===== config.mk =====
export PLATFORM = sky130hd
export DESIGN_NAME = rac_queue
export DESIGN_NICKNAME = d
export VERILOG_FILES = /design/src/rtl/rac_pkg.sv /design/src/rtl/rac_queue.sv
export SDC_FILE = /design/constraint.sdc
export NUM_CORES = 1
export LEC_CHECK = 0
export BUFFER_PORTS_ARGS = -buffer_cell sky130_fd_sc_hd__buf_4
export CAP_MARGIN = 10
export CORE_MARGIN = 3
export CORE_UTILIZATION = 50
export CTS_CLUSTER_DIAMETER = 30
export DETAILED_ROUTE_END_ITERATION = 12
export PLACE_DENSITY = 0.71
export SLEW_MARGIN = 40
export SYNTH_ARGS = -nofsm -noshare
export SYNTH_HDL_FRONTEND = slang
export SYNTH_SLANG_ARGS = --single-unit
export TNS_END_PERCENT = 5

===== constraint.sdc =====
create_clock -name i_clk -period 3.46 [get_ports i_clk]
set_input_delay 0.519 -clock i_clk [delete_from_list [all_inputs] [get_ports i_clk]]
set_output_delay 0.519 -clock i_clk [all_outputs]
set_load 0.05 [all_outputs]

===== src/rtl/rac_pkg.sv =====
`timescale 1ns / 1ps
`default_nettype none

package rac_pkg;

    localparam int          CACHE_ENTRIES_DEF = 1024;
    localparam int          ADDR_W            = 24;
    localparam int          TIME_W            = 32;
    localparam int          TTL_W             = 16;
    localparam int          SLOT_W            = 10;
    localparam int          HASH_SHIFT        = 16;
    localparam logic [31:0] HASH_MULT         = 32'h045d_9f3b;
    localparam logic [TTL_W-1:0] TTL_RESET    = 16'd60;
    localparam int          QUEUE_DEPTH       = 4;

    localparam logic FUNC_RECORD = 1'b0;
    localparam logic FUNC_QUERY  = 1'b1;

    typedef enum logic [1:0] {
        ST_CLEAR,
        ST_IDLE,
        ST_EVAL,
        ST_DONE
    } t_back_state;

    // Status that the back end reports to the rest of the block.
    typedef struct packed {
        logic pop;
        logic ready;
    } t_back_stat;

    // One mixing round; the product keeps its low 32 bits.
    function automatic logic [31:0] hash_round(input logic [31:0] x);
        logic [31:0] m;
        m = x ^ (x >> HASH_SHIFT);
        return m * HASH_MULT;
    endfunction

endpackage

`default_nettype wire


===== src/rtl/rac_queue.sv =====
`timescale 1ns / 1ps
`default_nettype none

module rac_queue
    import rac_pkg::*;
#(
    parameter int DATA_W = 64
) (
    input  wire logic              i_clk,
    input  wire logic              i_rst_n,
    input  wire logic              i_push,
    input  wire logic [DATA_W-1:0] i_data,
    output logic                   o_full,
    input  wire logic              i_pop,
    output logic                   o_valid,
    output logic [DATA_W-1:0]      o_data
);

    localparam int PTR_W = $clog2(QUEUE_DEPTH);
    localparam int CNT_W = $clog2(QUEUE_DEPTH + 1);

    logic [DATA_W-1:0] r_mem [QUEUE_DEPTH];
    logic [PTR_W-1:0]  r_wp, r_rp;
    logic [CNT_W-1:0]  r_cnt;
    logic              w_wr, w_rd;

    assign o_full  = (r_cnt == CNT_W'(QUEUE_DEPTH));
    assign o_valid = (r_cnt != '0);
    assign o_data  = r_mem[r_rp];
    assign w_wr    = i_push && !o_full;
    assign w_rd    = i_pop && o_valid;

    always_ff @(posedge i_clk) begin
        if (!i_rst_n) begin
            r_wp  <= '0;
            r_rp  <= '0;
            r_cnt <= '0;
        end else begin
            if (w_wr) begin
                r_wp <= (r_wp == PTR_W'(QUEUE_DEPTH - 1)) ? '0 : r_wp + 1'b1;
            end
            if (w_rd) begin
                r_rp <= (r_rp == PTR_W'(QUEUE_DEPTH - 1)) ? '0 : r_rp + 1'b1;
            end
            if (w_wr && !w_rd) begin
                r_cnt <= r_cnt + 1'b1;
            end else if (w_rd && !w_wr) begin
                r_cnt <= r_cnt - 1'b1;
            end
        end
    end

    always_ff @(posedge i_clk) begin
        if (w_wr) begin
            r_mem[r_wp] <= i_data;
        end
    end

endmodule

`default_nettype wire


==> results.py <==
metrics = {
    "setup_path": {
        "crit_arrival_ns": 2.34,
        "crit_type": "flip-flop to primary output",
        "setup.worst_path.end_class": "primary output",
        "path_max_fanout": 24,
        "cp.required_ns": 2.94,
        "critPathLaunchType": "flip-flop",
    },
    "run_status": {
        "outcome": "finished, final reports clean",
    },
    "timing": {
        "rsz0062_at_grt": "no",
        "max_freq_mhz": 350.3,
        "slew_headroom": 0.5764,
        "min_period_ns": 2.855,
        "clock_skew_ns": 0.01133,
        "finalSetupTns_ns": 0,
        "finalCritPeriodShare": 0.8251,
        "worstMarginPinSlew_ns": 0.6301,
        "report.final.hold_viol_count": 0,
        "setup_viol": 0,
        "finalMaxSlewViolations": 0,
    },
    "synthesis": {
        "synth_area_leaders": "edfxtp_1 (79%), mux4_2 (14%), dfxtp_1 (1.8%)",
        "syn_avg_cell_area_um2": 25.43,
        "synth_warnings": 0,
        "synth.top_cell.area_share": 0.7851,
        "yosysTopAreaCell": "edfxtp_1",
        "yosysSeqAreaShare": 0.8035,
        "ys_ff_latch": 265,
        "synth_cell_types": 25,
        "syn_nets": 460,
        "syn_inst": 385,
        "syn-cell-area_um2": 9792,
    },
    "route": {
        "via_count": 4514,
        "dr.first_iter.drc_count": 253,
        "totalWireLength_um": 18060,
        "drt-wirelength-per-cell_um": 21.27,
        "viasPerCell": 5.317,
        "drc": 0,
        "dr.pass1.iters": 4,
        "final_antenna_net_count": 0,
    },
    "hold_path": {
        "hp-class": "input port to flip-flop",
    },
    "global_routing": {
        "grt_max_degree": 38,
        "grt_pass1_vias": 5092,
        "track_usage": 0.1744,
        "grt_pass1_wl_um": 28740,
        "grt_overflow_total": 0,
        "grt_antenna_before_repair": 0,
    },
    "floorplan": {
        "start_util": 0.5166,
        "die-area_um2": 21300,
        "dieHeight_um": 145.9,
        "ioPinCount": 134,
        "die_w_um": 145.9,
        "core-area_um2": 18960,
        "num_rows": 50,
    },
    "pwr": {
        "power_density_nw_per_um2": 912.3,
        "leakage_nw": 4.339,
        "peakVddDrop_uv": 541.5,
    },
    "clock_tree": {
        "clkTransAtPathRegs_ns": 0.05,
        "cts_setup_buffers": 0,
        "cts_buffer_depth": 3,
        "cts_tree": "done",
        "root_buffer": "clkbuf_16",
        "cts_buffers": 44,
        "cts_htree_levels": 2,
        "cts_resized": 0,
        "cts.sinks": 265,
        "holdBufCountCts": 0,
        "insertion_delay_ns": 0.51,
    },
    "placed_design": {
        "gp_congestion": 0.7162,
        "dp_hpwl_um": 10500,
        "port_buffers": 133,
        "post_dp_cell_area_um2": 11090,
    },
    "cells_and_area": {
        "finalNetCount": 632,
        "design_area_um2": 12580,
        "diodes": 0,
        "layout-drive-gt1-share": 0.4669,
        "area_growth_pct": 28.48,
    },
    "run": {
        "drv_cap": 0,
    },
}
## cell usage in the layout (no fill, tap or decap)
cell	count
o21ai_0	3
nand3_1	2
bufinv_16	6
clkinv_1	6
clkbuf_1	6
mux2i_1	3
mux4_1	4
clkinv_4	2
edfxtp_1	256
nor3b_2	1
clkinvlp_4	4
buf_12	5
a21boi_0	1
and2_4	4
nand2_1	6
nor2b_1	2
inv_1	3
dfxtp_4	2
dfxtp_1	7
clkinv_2	5
xnor2_1	1
buf_4	137
clkbuf_16	46
xor2_1	1
fa_1	1
and2_1	1
o31ai_1	1
ha_1	6
clkinv_8	1
nor2_1	2
clkbuf_8	2
mux4_2	60
or3_1	2
## per-layer routing
metal / part of all wire / global-route usage / routed length, um
met3: 0.060 / 0.04578 / 1083
met5: 0 / 0 / 0
met4: 0.016 / 0.05081 / 295
met2: 0.51 / 0.2945 / 9178
met1: 0.42 / 0.2266 / 7504
## layout make-up
| cell class | instances | area [um2] |
|---|---|---|
| clock buffers | 54 | 1201 |
| inverters | 3 | 11.26 |
| well taps | 260 | 325.3 |
| multi-input cells | 101 | 1748 |
| repair buffers | 142 | 1129 |
| flip-flops and latches | 265 | 7875 |
| fillers | 1243 | 6375 |
| clock inverters | 24 | 291.5 |
## metrics by stage
stage,util,hold WS [ns],total power [mW],cells,worst slack (ns)
finish,0.6637,0.2025,11.48,849,0.6051
global route,0.6637,0.1865,11.91,849,0.4224
CTS,0.6637,0.1851,11.61,849,0.5125
detailed placement,0.5850,0.4960,7.307,771,0.9342
global placement,0.5839,0.4773,7.237,770,1.079
floorplan,-,0.4677,6.464,385,0.6189
## worst max-delay path: stages, from the launching register on
cell	delay (ns)
dfxtp_4	0.66
buf_4	0.38
mux4_2	0.57
buf_4	0.21
## final timing paths
kind	cells past startpoint	end	slack [ns]	start
max	3	o_data[23]	0.61	flip-flop
min	1	r_mem[3][23]	0.20	i_data[23]
max reg2reg	8	r_cnt[2]	0.98	r_cnt[0]
min reg2reg	2	r_wp[1]	0.50	r_wp[1]
## report_power, final
| group | switching [mW] | leakage (nW) | internal (mW) | total [mW] |
|---|---|---|---|---|
| Sequential | 0.182 | 2.42 | 3.92 | 4.10 |
| Combinational | 1.98 | 1.20 | 1.12 | 3.10 |
| Clock | 1.38 | 0.718 | 2.89 | 4.27 |
| Total | 3.54 | 4.34 | 7.94 | 11.5 |
## flip-flops by register name, indices dropped and copies added, names as in the netlist, named ones only
name and flops:
r_mem 256, r_cnt 3, r_wp 2, r_rp 2
## synth_stat cells
cell type,number
a21boi_0,1
and2_1,5
buf_12,6
buf_2,7
buf_6,1
clkbuf_1,1
clkbuf_2,1
dfxtp_1,9
edfxtp_1,256
fa_1,1
ha_1,6
inv_1,3
mux2i_1,3
mux4_1,4
mux4_2,60
nand2_1,6
nand3_1,2
nor2_1,2
nor2b_1,2
nor3b_2,1
o21ai_0,3
o31ai_1,1
or3_1,2
xnor2_1,1
xor2_1,1
## kinds of logic (layout without fill, tap and decap cells)
| kind of cell | Yosys count | count (layout) | synth area share |
|---|---|---|---|
| flip-flops | 265 | 265 | 0.8035 |
| multiplexers | 67 | 67 | 0.1518 |
| buffers and inverters | 19 | 223 | 0.01904 |
| AND/OR/NAND/NOR | 20 | 20 | 0.01112 |
| XOR/XNOR | 2 | 2 | 0.001789 |
| adder cells (fa/ha/maj) | 7 | 7 | 0.009711 |
| AO/OA/AOI/OAI | 5 | 5 | 0.003067 |
No activity file was read; power rests on OpenSTA's default activity.
