### config.mk
export PLATFORM = sky130hd
export DESIGN_NAME = rac_front
export DESIGN_NICKNAME = d
export VERILOG_FILES = /design/src/rtl/rac_pkg.sv /design/src/rtl/rac_front.sv
export SDC_FILE = /design/constraint.sdc
export NUM_CORES = 1
export LEC_CHECK = 0
export ABC_AREA = 1
export CORE_MARGIN = 4
export CORE_UTILIZATION = 65
export DETAILED_ROUTE_END_ITERATION = 7
export DONT_BUFFER_PORTS = 1
export HOLD_SLACK_MARGIN = 0.02
export PLACE_DENSITY_LB_ADDON = 0.2
export SYNTH_ARGS = -nofsm -noshare
export SYNTH_HDL_FRONTEND = slang
export SYNTH_SLANG_ARGS = --single-unit
### constraint.sdc
create_clock -name i_clk -period 10 [get_ports i_clk]
set_input_delay 1.5 -clock i_clk [delete_from_list [all_inputs] [get_ports i_clk]]
set_output_delay 1.5 -clock i_clk [all_outputs]
set_load 0.01 [all_outputs]
### src/rtl/rac_pkg.sv
`timescale 1ns / 1ps
`default_nettype none

package rac_pkg;

    localparam int          CACHE_ENTRIES_DEF = 1024;
    localparam int          ADDR_W            = 24;
    localparam int          TIME_W            = 32;
    localparam int          TTL_W             = 16;
    localparam int          SLOT_W            = 10;
    localparam int          HASH_SHIFT        = 16;
    localparam logic [31:0] HASH_MULT         = 32'h045d_9f3b;
    localparam logic [TTL_W-1:0] TTL_RESET    = 16'd60;
    localparam int          QUEUE_DEPTH       = 4;

    localparam logic FUNC_RECORD = 1'b0;
    localparam logic FUNC_QUERY  = 1'b1;

    typedef enum logic [1:0] {
        ST_CLEAR,
        ST_IDLE,
        ST_EVAL,
        ST_DONE
    } t_back_state;

    // Status that the back end reports to the rest of the block.
    typedef struct packed {
        logic pop;
        logic ready;
    } t_back_stat;

    // One mixing round; the product keeps its low 32 bits.
    function automatic logic [31:0] hash_round(input logic [31:0] x);
        logic [31:0] m;
        m = x ^ (x >> HASH_SHIFT);
        return m * HASH_MULT;
    endfunction

endpackage

`default_nettype wire

### src/rtl/rac_front.sv
`timescale 1ns / 1ps
`default_nettype none

module rac_front
    import rac_pkg::*;
#(
    parameter  int CACHE_ENTRIES = CACHE_ENTRIES_DEF,
    localparam int IDX_W         = $clog2(CACHE_ENTRIES),
    localparam int ITEM_W        = 1 + ADDR_W + TIME_W + IDX_W
) (
    input  wire logic              i_clk,
    input  wire logic              i_rst_n,
    input  wire logic              i_en,
    input  wire logic              i_valid,
    output logic                   o_ready,
    input  wire logic              i_func,
    input  wire logic [ADDR_W-1:0] i_addr,
    input  wire logic [TIME_W-1:0] i_now,
    output logic                   o_push,
    input  wire logic              i_full,
    output logic [ITEM_W-1:0]      o_item
);

    localparam logic [IDX_W-1:0] IDX_MASK = IDX_W'(CACHE_ENTRIES - 1);

    logic              r_v1, r_v2, r_v3;
    logic              r_f1, r_f2, r_f3;
    logic [ADDR_W-1:0] r_a1, r_a2, r_a3;
    logic [TIME_W-1:0] r_t1, r_t2, r_t3;
    logic [31:0]       r_h1, r_h2;
    logic [IDX_W-1:0]  r_idx3;
    logic [31:0]       w_mix;
    logic              w_adv;

    // The whole hash pipeline moves together; it halts only when its last
    // stage holds an item that the queue cannot take.
    assign w_adv   = !r_v3 || !i_full;
    assign o_ready = w_adv && i_en;
    assign o_push  = r_v3 && !i_full;
    assign o_item  = {r_f3, r_a3, r_t3, r_idx3};
    assign w_mix   = r_h2 ^ (r_h2 >> HASH_SHIFT);

    always_ff @(posedge i_clk) begin
        if (!i_rst_n) begin
            r_v1 <= 1'b0;
            r_v2 <= 1'b0;
            r_v3 <= 1'b0;
        end else if (w_adv) begin
            r_v1 <= i_valid && o_ready;
            r_v2 <= r_v1;
            r_v3 <= r_v2;
        end
    end

    always_ff @(posedge i_clk) begin
        if (w_adv) begin
            r_f1   <= i_func;
            r_a1   <= i_addr;
            r_t1   <= i_now;
            r_h1   <= hash_round(32'(i_addr));
            r_f2   <= r_f1;
            r_a2   <= r_a1;
            r_t2   <= r_t1;
            r_h2   <= hash_round(r_h1);
            r_f3   <= r_f2;
            r_a3   <= r_a2;
            r_t3   <= r_t2;
            r_idx3 <= w_mix[IDX_W-1:0] & IDX_MASK;
        end
    end

endmodule

`default_nettype wire

==> metrics.csv, run 1 <==
stage,metric,value,unit
cts,# hold bufs at CTS,0,
sta,Setup Viol. Count Final,0,
global_routing,GR Util All Layers,29.1,%
final_layout,post-layout util,69.9,%
die,Die ar.,38200,µm²
drt,via count,13600,
min_path,HP Start,r_a2[10],
sta,Least-Margin Pin Slew,1.12,ns
cts,clk_lat worst skew,0.56,ns
setup_path,Register-to-Register Path Depth,25,
setup_path,kind of critical path,in2reg,
cts,CTS tree,yes,
synth,synthesized area per cell,11.2,µm²
synth,largest cells by area after synthesis,"fa_1, edfxtp_1, ha_1, inv_1, nand2_1",
drt,WL final,53800,µm
setup_path,CP required,10.31,ns
synth,Yosys top cell area share,31.2,%
synth,post-synthesis simple-gate area fraction,5.59,%
placement,Place WS,1.76,ns
synth,post-synthesis sequential area ratio,30.9,%
placement,hpwl dp,46000,µm
sta,RSZ-0062 raised after global routing,no,
global_routing,"Remaining Overflow, GRT",0,
sta,clk_skew,0.0247,ns
synth,Synth Area in Compound Gates,2.42,%
synth,YS warnings,0,
sta,final worst path period share,76.7,%
setup_path,"setup slack, reg-to-reg",2.60,ns
placement,placed cell count,2500,
sta,setup_tns,0,ns
setup_path,reg2reg start,r_h1[12],
drt,routed len/inst,21.1,µm
synth,Most used DFF post-synth,edfxtp_1,
synth,main combinational cell family by area after synthesis,adder cells,
setup_path,reg-to-reg endpoint,r_h2[25],
setup_path,Worst Path Arrival,7.99,ns
min_path,end of the worst hold path,r_a3[10],
die,die width,195,µm
global_routing,initial antenna violation count,0,
synth,number of cells produced by synthesis,2040,
run_status,status,"complete, no violations",
die,Core Area,34600,µm²
synth,multiplexer share of the synthesized area,0,%
synth,syn nets,2730,
synth,Async SR Flop Fraction,0,%
drt,Initial DRC Count,747,
die,starting density of the core,66.0,%
cts,Max clock buf depth,3,
die,FP Rows,68,
global_routing,first-pass GRT wire length,84900,µm
run,max-cap violation count,0,
cts,H-tree levels,1,
synth,commonest cells in the netlist,"inv_1, fa_1, ha_1",
setup_path,CP max FO,5,
drt,Post-DRT Antenna Nets,0,
sta,"Min Clock Period, post-route",7.67,ns
cts,cell chosen for the clock root,clkbuf_16,
synth,top-count cell post-synth,inv_1,
sta,final setup margin,2.33,ns
final_layout,Post-Layout Cell Count,2546,
cts,cells resized by post-CTS repair,0,
drt,final routed DRC violation total,0,
min_path,WHS Path Cells,0,
cts,clock sinks,236,
setup_path,Setup crit start kind,primary input,
die,DIE HEIGHT,195,µm
placement,Port Buffer Count,0,
die,IO Pins,131,
min_path,worst hold path type,reg2reg,
sta,fmax,0.130,GHz
final_layout,final-stage net count,2762,
synth,Post-synth EDFFs,233,
global_routing,pin count of the biggest net entering global routing,88,
final_layout,layout cells sized above 1,2.68,%
synth,"Cell Area, Synth",22800,µm²
final_layout,"Area growth, synth to finish",5.98,%
synth,Post-Synth Adder-Cell Area,46.1,%
cts,Post-CTS Setup Bufs,0,
sta,relative slew slack,25.2,%
sta,Final Max Tran Viols,0,
sta,Fin. Hold Viols,0,
global_routing,vias in the first global route,15300,
synth,largest area contributor in the netlist,fa_1,
final_layout,ant diodes,0,
synth,register bit total from synthesis,236,
synth,Post-Synth XOR/XNOR Area,3.82,%
drt,DRT Pass-1 Iters,7,
placement,Placer Congestion,0.980,
cts,CTS Buf Count,25,
cts,clock slew at reported path FFs,0.07,ns
drt,Via density,5.36,
synth,Cell variety after synth,35,
setup_path,crit end category,register,
## worst max-delay path: stages
cell and delay [ns]:
xnor2_1 0.73, inv_1 0.34, fa_1 0.60, fa_1 0.61, inv_1 0.08, fa_1 0.54, inv_1 0.05, fa_1 0.49
inv_1 0.06, fa_1 0.53, inv_1 0.05, fa_1 0.48, inv_1 0.05, fa_1 0.47, inv_1 0.04, ha_1 0.32
inv_1 0.11, o21bai_1 0.12, a21oi_1 0.14, o21ai_0 0.12, a21oi_1 0.23, nor2_1 0.08, nor2_1 0.15, xnor2_1 0.08
## cell families (layout without fill, tap and decap cells)
kind of cell	Yosys count	in the layout
flip-flops	236	236
adder cells (fa/ha/maj)	628	628
buffers and inverters	679	730
XOR/XNOR	98	98
AND/OR/NAND/NOR	304	304
AO/OA/AOI/OAI	95	95
## area by class of cell
cell class              instances  area, µm²
flip-flops and latches        236       7060
well taps                     455        569
multi-input cells            1125      13200
clock inverters                16        108
fillers                      2469      10400
repair buffers                  7       52.6
inverters                     677       2540
clock buffers                  30        644
## flip-flops by register name, indices dropped and copies added, names as in the netlist, 10 cells and up
register,flops
r_a1,24
r_a2,24
r_a3,24
r_h1,32
r_h2,20
r_idx3,10
r_t1,32
r_t2,32
r_t3,32
## cells in the final DEF (no fill, tap or decap), types with 2 or more instances in the layout
master | synthesis | routed
a211oi_1 | 2 | 2
a21boi_0 | 2 | 2
a21o_1 | 8 | 8
a21oi_1 | 47 | 47
a31oi_1 | 3 | 3
buf_4 | 2 | 7
clkbuf_1 | 0 | 5
clkbuf_16 | 0 | 25
clkinv_1 | 0 | 5
clkinv_2 | 0 | 4
clkinvlp_4 | 0 | 3
dfxtp_1 | 3 | 3
edfxtp_1 | 233 | 233
fa_1 | 356 | 356
ha_1 | 272 | 272
inv_1 | 677 | 677
inv_6 | 0 | 2
nand2_1 | 196 | 195
nand3_1 | 39 | 39
nand3b_1 | 5 | 5
nand4_1 | 6 | 6
nor2_1 | 41 | 41
nor3_1 | 7 | 7
nor4_1 | 2 | 2
o21ai_0 | 19 | 19
o21bai_1 | 7 | 7
or2_2 | 5 | 5
xnor2_1 | 40 | 40
xor2_1 | 56 | 56
## metal layers
layer	global-route usage (%)	wire, µm	part of all wire (%)	vias to the layer above
met5	0	0	0	-
met4	8.53	1790	3.3	0
met3	4.21	2680	5.0	102
met2	52.6	28300	53	396
met1	36.7	21000	39	6922
li1	-	-	-	6227
## stage by stage
stage / cell area [µm²] / hold WS, ns
2_1_floorplan: 22800 / 0.400
3_3_place_gp: 23500 / 0.400
3_5_place_dp: 23500 / 0.405
4_1_cts: 24200 / 0.402
5_1_grt: 24200 / 0.417
6_report: 24200 / 0.407
## worst max-delay path by stage
stage | from | endpoint
detailed placement | i_addr[19] | r_h1[27]
global route | i_addr[19] | r_h1[27]
global placement | i_addr[19] | r_h1[21]
finish | i_addr[19] | r_h1[21]
CTS | i_addr[19] | r_h1[27]
floorplan | i_full | o_ready
Power of run 1 is not shown: default switching activity piles up to over one toggle a cycle in this logic, so the estimate is an artifact.
==> inputs of run 2 (changes only) <==
--- a/config.mk
+++ b/config.mk
@@ -5,7 +5,7 @@
 export SDC_FILE = /design/constraint.sdc
 export NUM_CORES = 1
 export LEC_CHECK = 0
-export ABC_AREA = 1
+export ABC_AREA = 0
 export CORE_MARGIN = 4
 export CORE_UTILIZATION = 65
 export DETAILED_ROUTE_END_ITERATION = 7
==> constraint.sdc (replaced) <==
create_clock -name i_clk -period 8 [get_ports i_clk]
set_input_delay 1.2 -clock i_clk [delete_from_list [all_inputs] [get_ports i_clk]]
set_output_delay 1.2 -clock i_clk [all_outputs]
set_load 0.01 [all_outputs]
==> metrics.csv, run 2 <==
stage,metric,value,unit
die,IO Pins,131,
global_routing,"Remaining Overflow, GRT",0,
synth,Post-synth EDFFs,233,
sta,relative slew slack,22.2,%
final_layout,layout cells sized above 1,4.37,%
synth,number of cells produced by synthesis,1785,
synth,syn nets,2475,
setup_path,Worst Path Arrival,7.47,ns
setup_path,crit end category,register,
run,max-cap violation count,0,
synth,Most used DFF post-synth,edfxtp_1,
setup_path,CP required,8.27,ns
final_layout,most frequent cells in the layout,"inv_1, fa_1, ha_1, edfxtp_1, xnor2_1",
global_routing,pin count of the biggest net entering global routing,216,
sta,Final Max Tran Viols,0,
die,die width,193,µm
sta,"Min Clock Period, post-route",7.20,ns
cts,# hold bufs at CTS,0,
cts,Post-CTS Setup Bufs,0,
cts,CTS tree,yes,
setup_path,Setup crit start kind,primary input,
die,Die ar.,37100,µm²
final_layout,"most common cell after layout, fill and taps aside",inv_1,
placement,hpwl dp,41800,µm
synth,Yosys top cell area share,32.2,%
cts,clk_lat worst skew,0.53,ns
synth,commonest cells in the netlist,"inv_1, fa_1, ha_1",
synth,synthesized area per cell,12.4,µm²
sta,Setup Viol. Count Final,0,
drt,Initial DRC Count,889,
sta,final worst path period share,90.0,%
die,FP Rows,67,
cts,cells resized by post-CTS repair,0,
final_layout,"Area growth, synth to finish",7.71,%
synth,YS warnings,0,
sta,Least-Margin Pin Slew,1.17,ns
die,Core Area,33500,µm²
synth,largest area contributor in the netlist,fa_1,
global_routing,first-pass GRT wire length,78900,µm
die,DIE HEIGHT,193,µm
drt,routed len/inst,22.1,µm
sta,Fin. Hold Viols,0,
cts,Max clock buf depth,3,
drt,Via density,5.48,
synth,Async SR Flop Fraction,0,%
placement,Placer Congestion,0.970,
drt,via count,12600,
global_routing,GR Util All Layers,28.5,%
cts,CTS Buf Count,24,
synth,"Cell Area, Synth",22100,µm²
synth,post-synthesis sequential area ratio,31.9,%
cts,clock sinks,236,
global_routing,vias in the first global route,13900,
final_layout,final-stage net count,2525,
drt,DRT Pass-1 Iters,6,
synth,Cell variety after synth,49,
sta,RSZ-0062 raised after global routing,no,
cts,clock slew at reported path FFs,0.07,ns
sta,clk_skew,0.0106,ns
sta,fmax,0.139,GHz
placement,Port Buffer Count,0,
global_routing,initial antenna violation count,1,
sta,setup_tns,0,ns
drt,Post-DRT Antenna Nets,0,
run_status,status,"complete, no violations",
die,starting density of the core,66.0,%
min_path,worst hold path type,reg2reg,
cts,cell chosen for the clock root,clkbuf_16,
synth,largest cells by area after synthesis,"fa_1, edfxtp_1, ha_1, inv_1, xnor2_1",
drt,final routed DRC violation total,0,
synth,register bit total from synthesis,236,
synth,top-count cell post-synth,inv_1,
setup_path,CP max FO,6,
cts,H-tree levels,1,
drt,WL final,50900,µm
setup_path,kind of critical path,in2reg,
run 2: cell types whose count changed after synthesis, sizes merged, moves of 7 or more:
cell and delta:
xnor2 +41, nor2 -23, a21oi -14, nor2b +7
inv -81, a21o +9, xor2 -10, nand3 -27
nand2 -174
run 2: cell families after synthesis:
group / count (synthesis) / synth area share, %
xor gates and xnor gates: 129 / 5.11
and+or+nand+nor: 87 / 1.94
DFF: 236 / 31.9
adders and majority gates: 628 / 47.6
buffers and inverters: 597 / 10.1
AOI/OAI and AO/OA: 108 / 3.35
run 2: routing by layer:
| metal | global-route usage, % | up-vias | routed length [µm] |
|---|---|---|---|
| li1 | - | 5559 | - |
| met1 | 37.5 | 6477 | 20200 |
| met2 | 49.3 | 462 | 25700 |
| met3 | 4.65 | 122 | 3190 |
| met4 | 8.64 | 0 | 1820 |
| met5 | 0 | - | 0 |
run 2: critical path, stage by stage:
cell      delay [ns]
xor2_1          0.18
buf_4           0.19
fa_1            0.53
fa_1            0.61
inv_1           0.08
fa_1            0.54
inv_1           0.06
fa_1            0.49
inv_1           0.05
fa_1            0.52
inv_1           0.05
fa_1            0.47
inv_1           0.05
fa_1            0.47
inv_1           0.04
ha_1            0.35
nand4_1         0.17
nor2b_1         0.07
o21ai_0         0.27
a31oi_1         0.18
a31oi_1         0.40
o21bai_1        0.14
a21boi_0        0.24
xnor2_1         0.10
run 2: worst paths after layout:
path              startpoint        to  cells after the start  slack (ns)
setup reg to reg    r_h1[23]  r_h2[23]                     17        1.02
hold reg to reg      r_a1[4]   r_a2[4]                      0        0.42
hold / removal       r_a1[4]   r_a2[4]                      0        0.42
setup / recovery  i_addr[19]  r_h1[28]                     24        0.80
run 2: layout make-up:
class	count	area (µm²)
multi-input cells	952	12800
fillers	2330	9690
flip-flops and latches	236	7060
inverters	596	2240
clock buffers	25	604
well taps	448	561
clock inverters	18	339
repair buffers	25	200
diodes	1	2.50
run 2: metrics by stage:
stage | hold slack, ns | utilization (%) | worst slack [ns] | area [µm²] | std cells
after global routing | 0.419 | 71.1 | 0.524 | 23800 | 2301
after global placement | 0.400 | 68.3 | 0.476 | 22900 | 2257
after floorplan | 0.400 | - | 0.0756 | 22100 | 1785
after detailed placement | 0.405 | 68.3 | 0.335 | 22900 | 2257
after CTS | 0.407 | 71.1 | 0.837 | 23800 | 2300
final | 0.417 | 71.1 | 0.798 | 23800 | 2301
Power of run 2 is left out for the same reason.
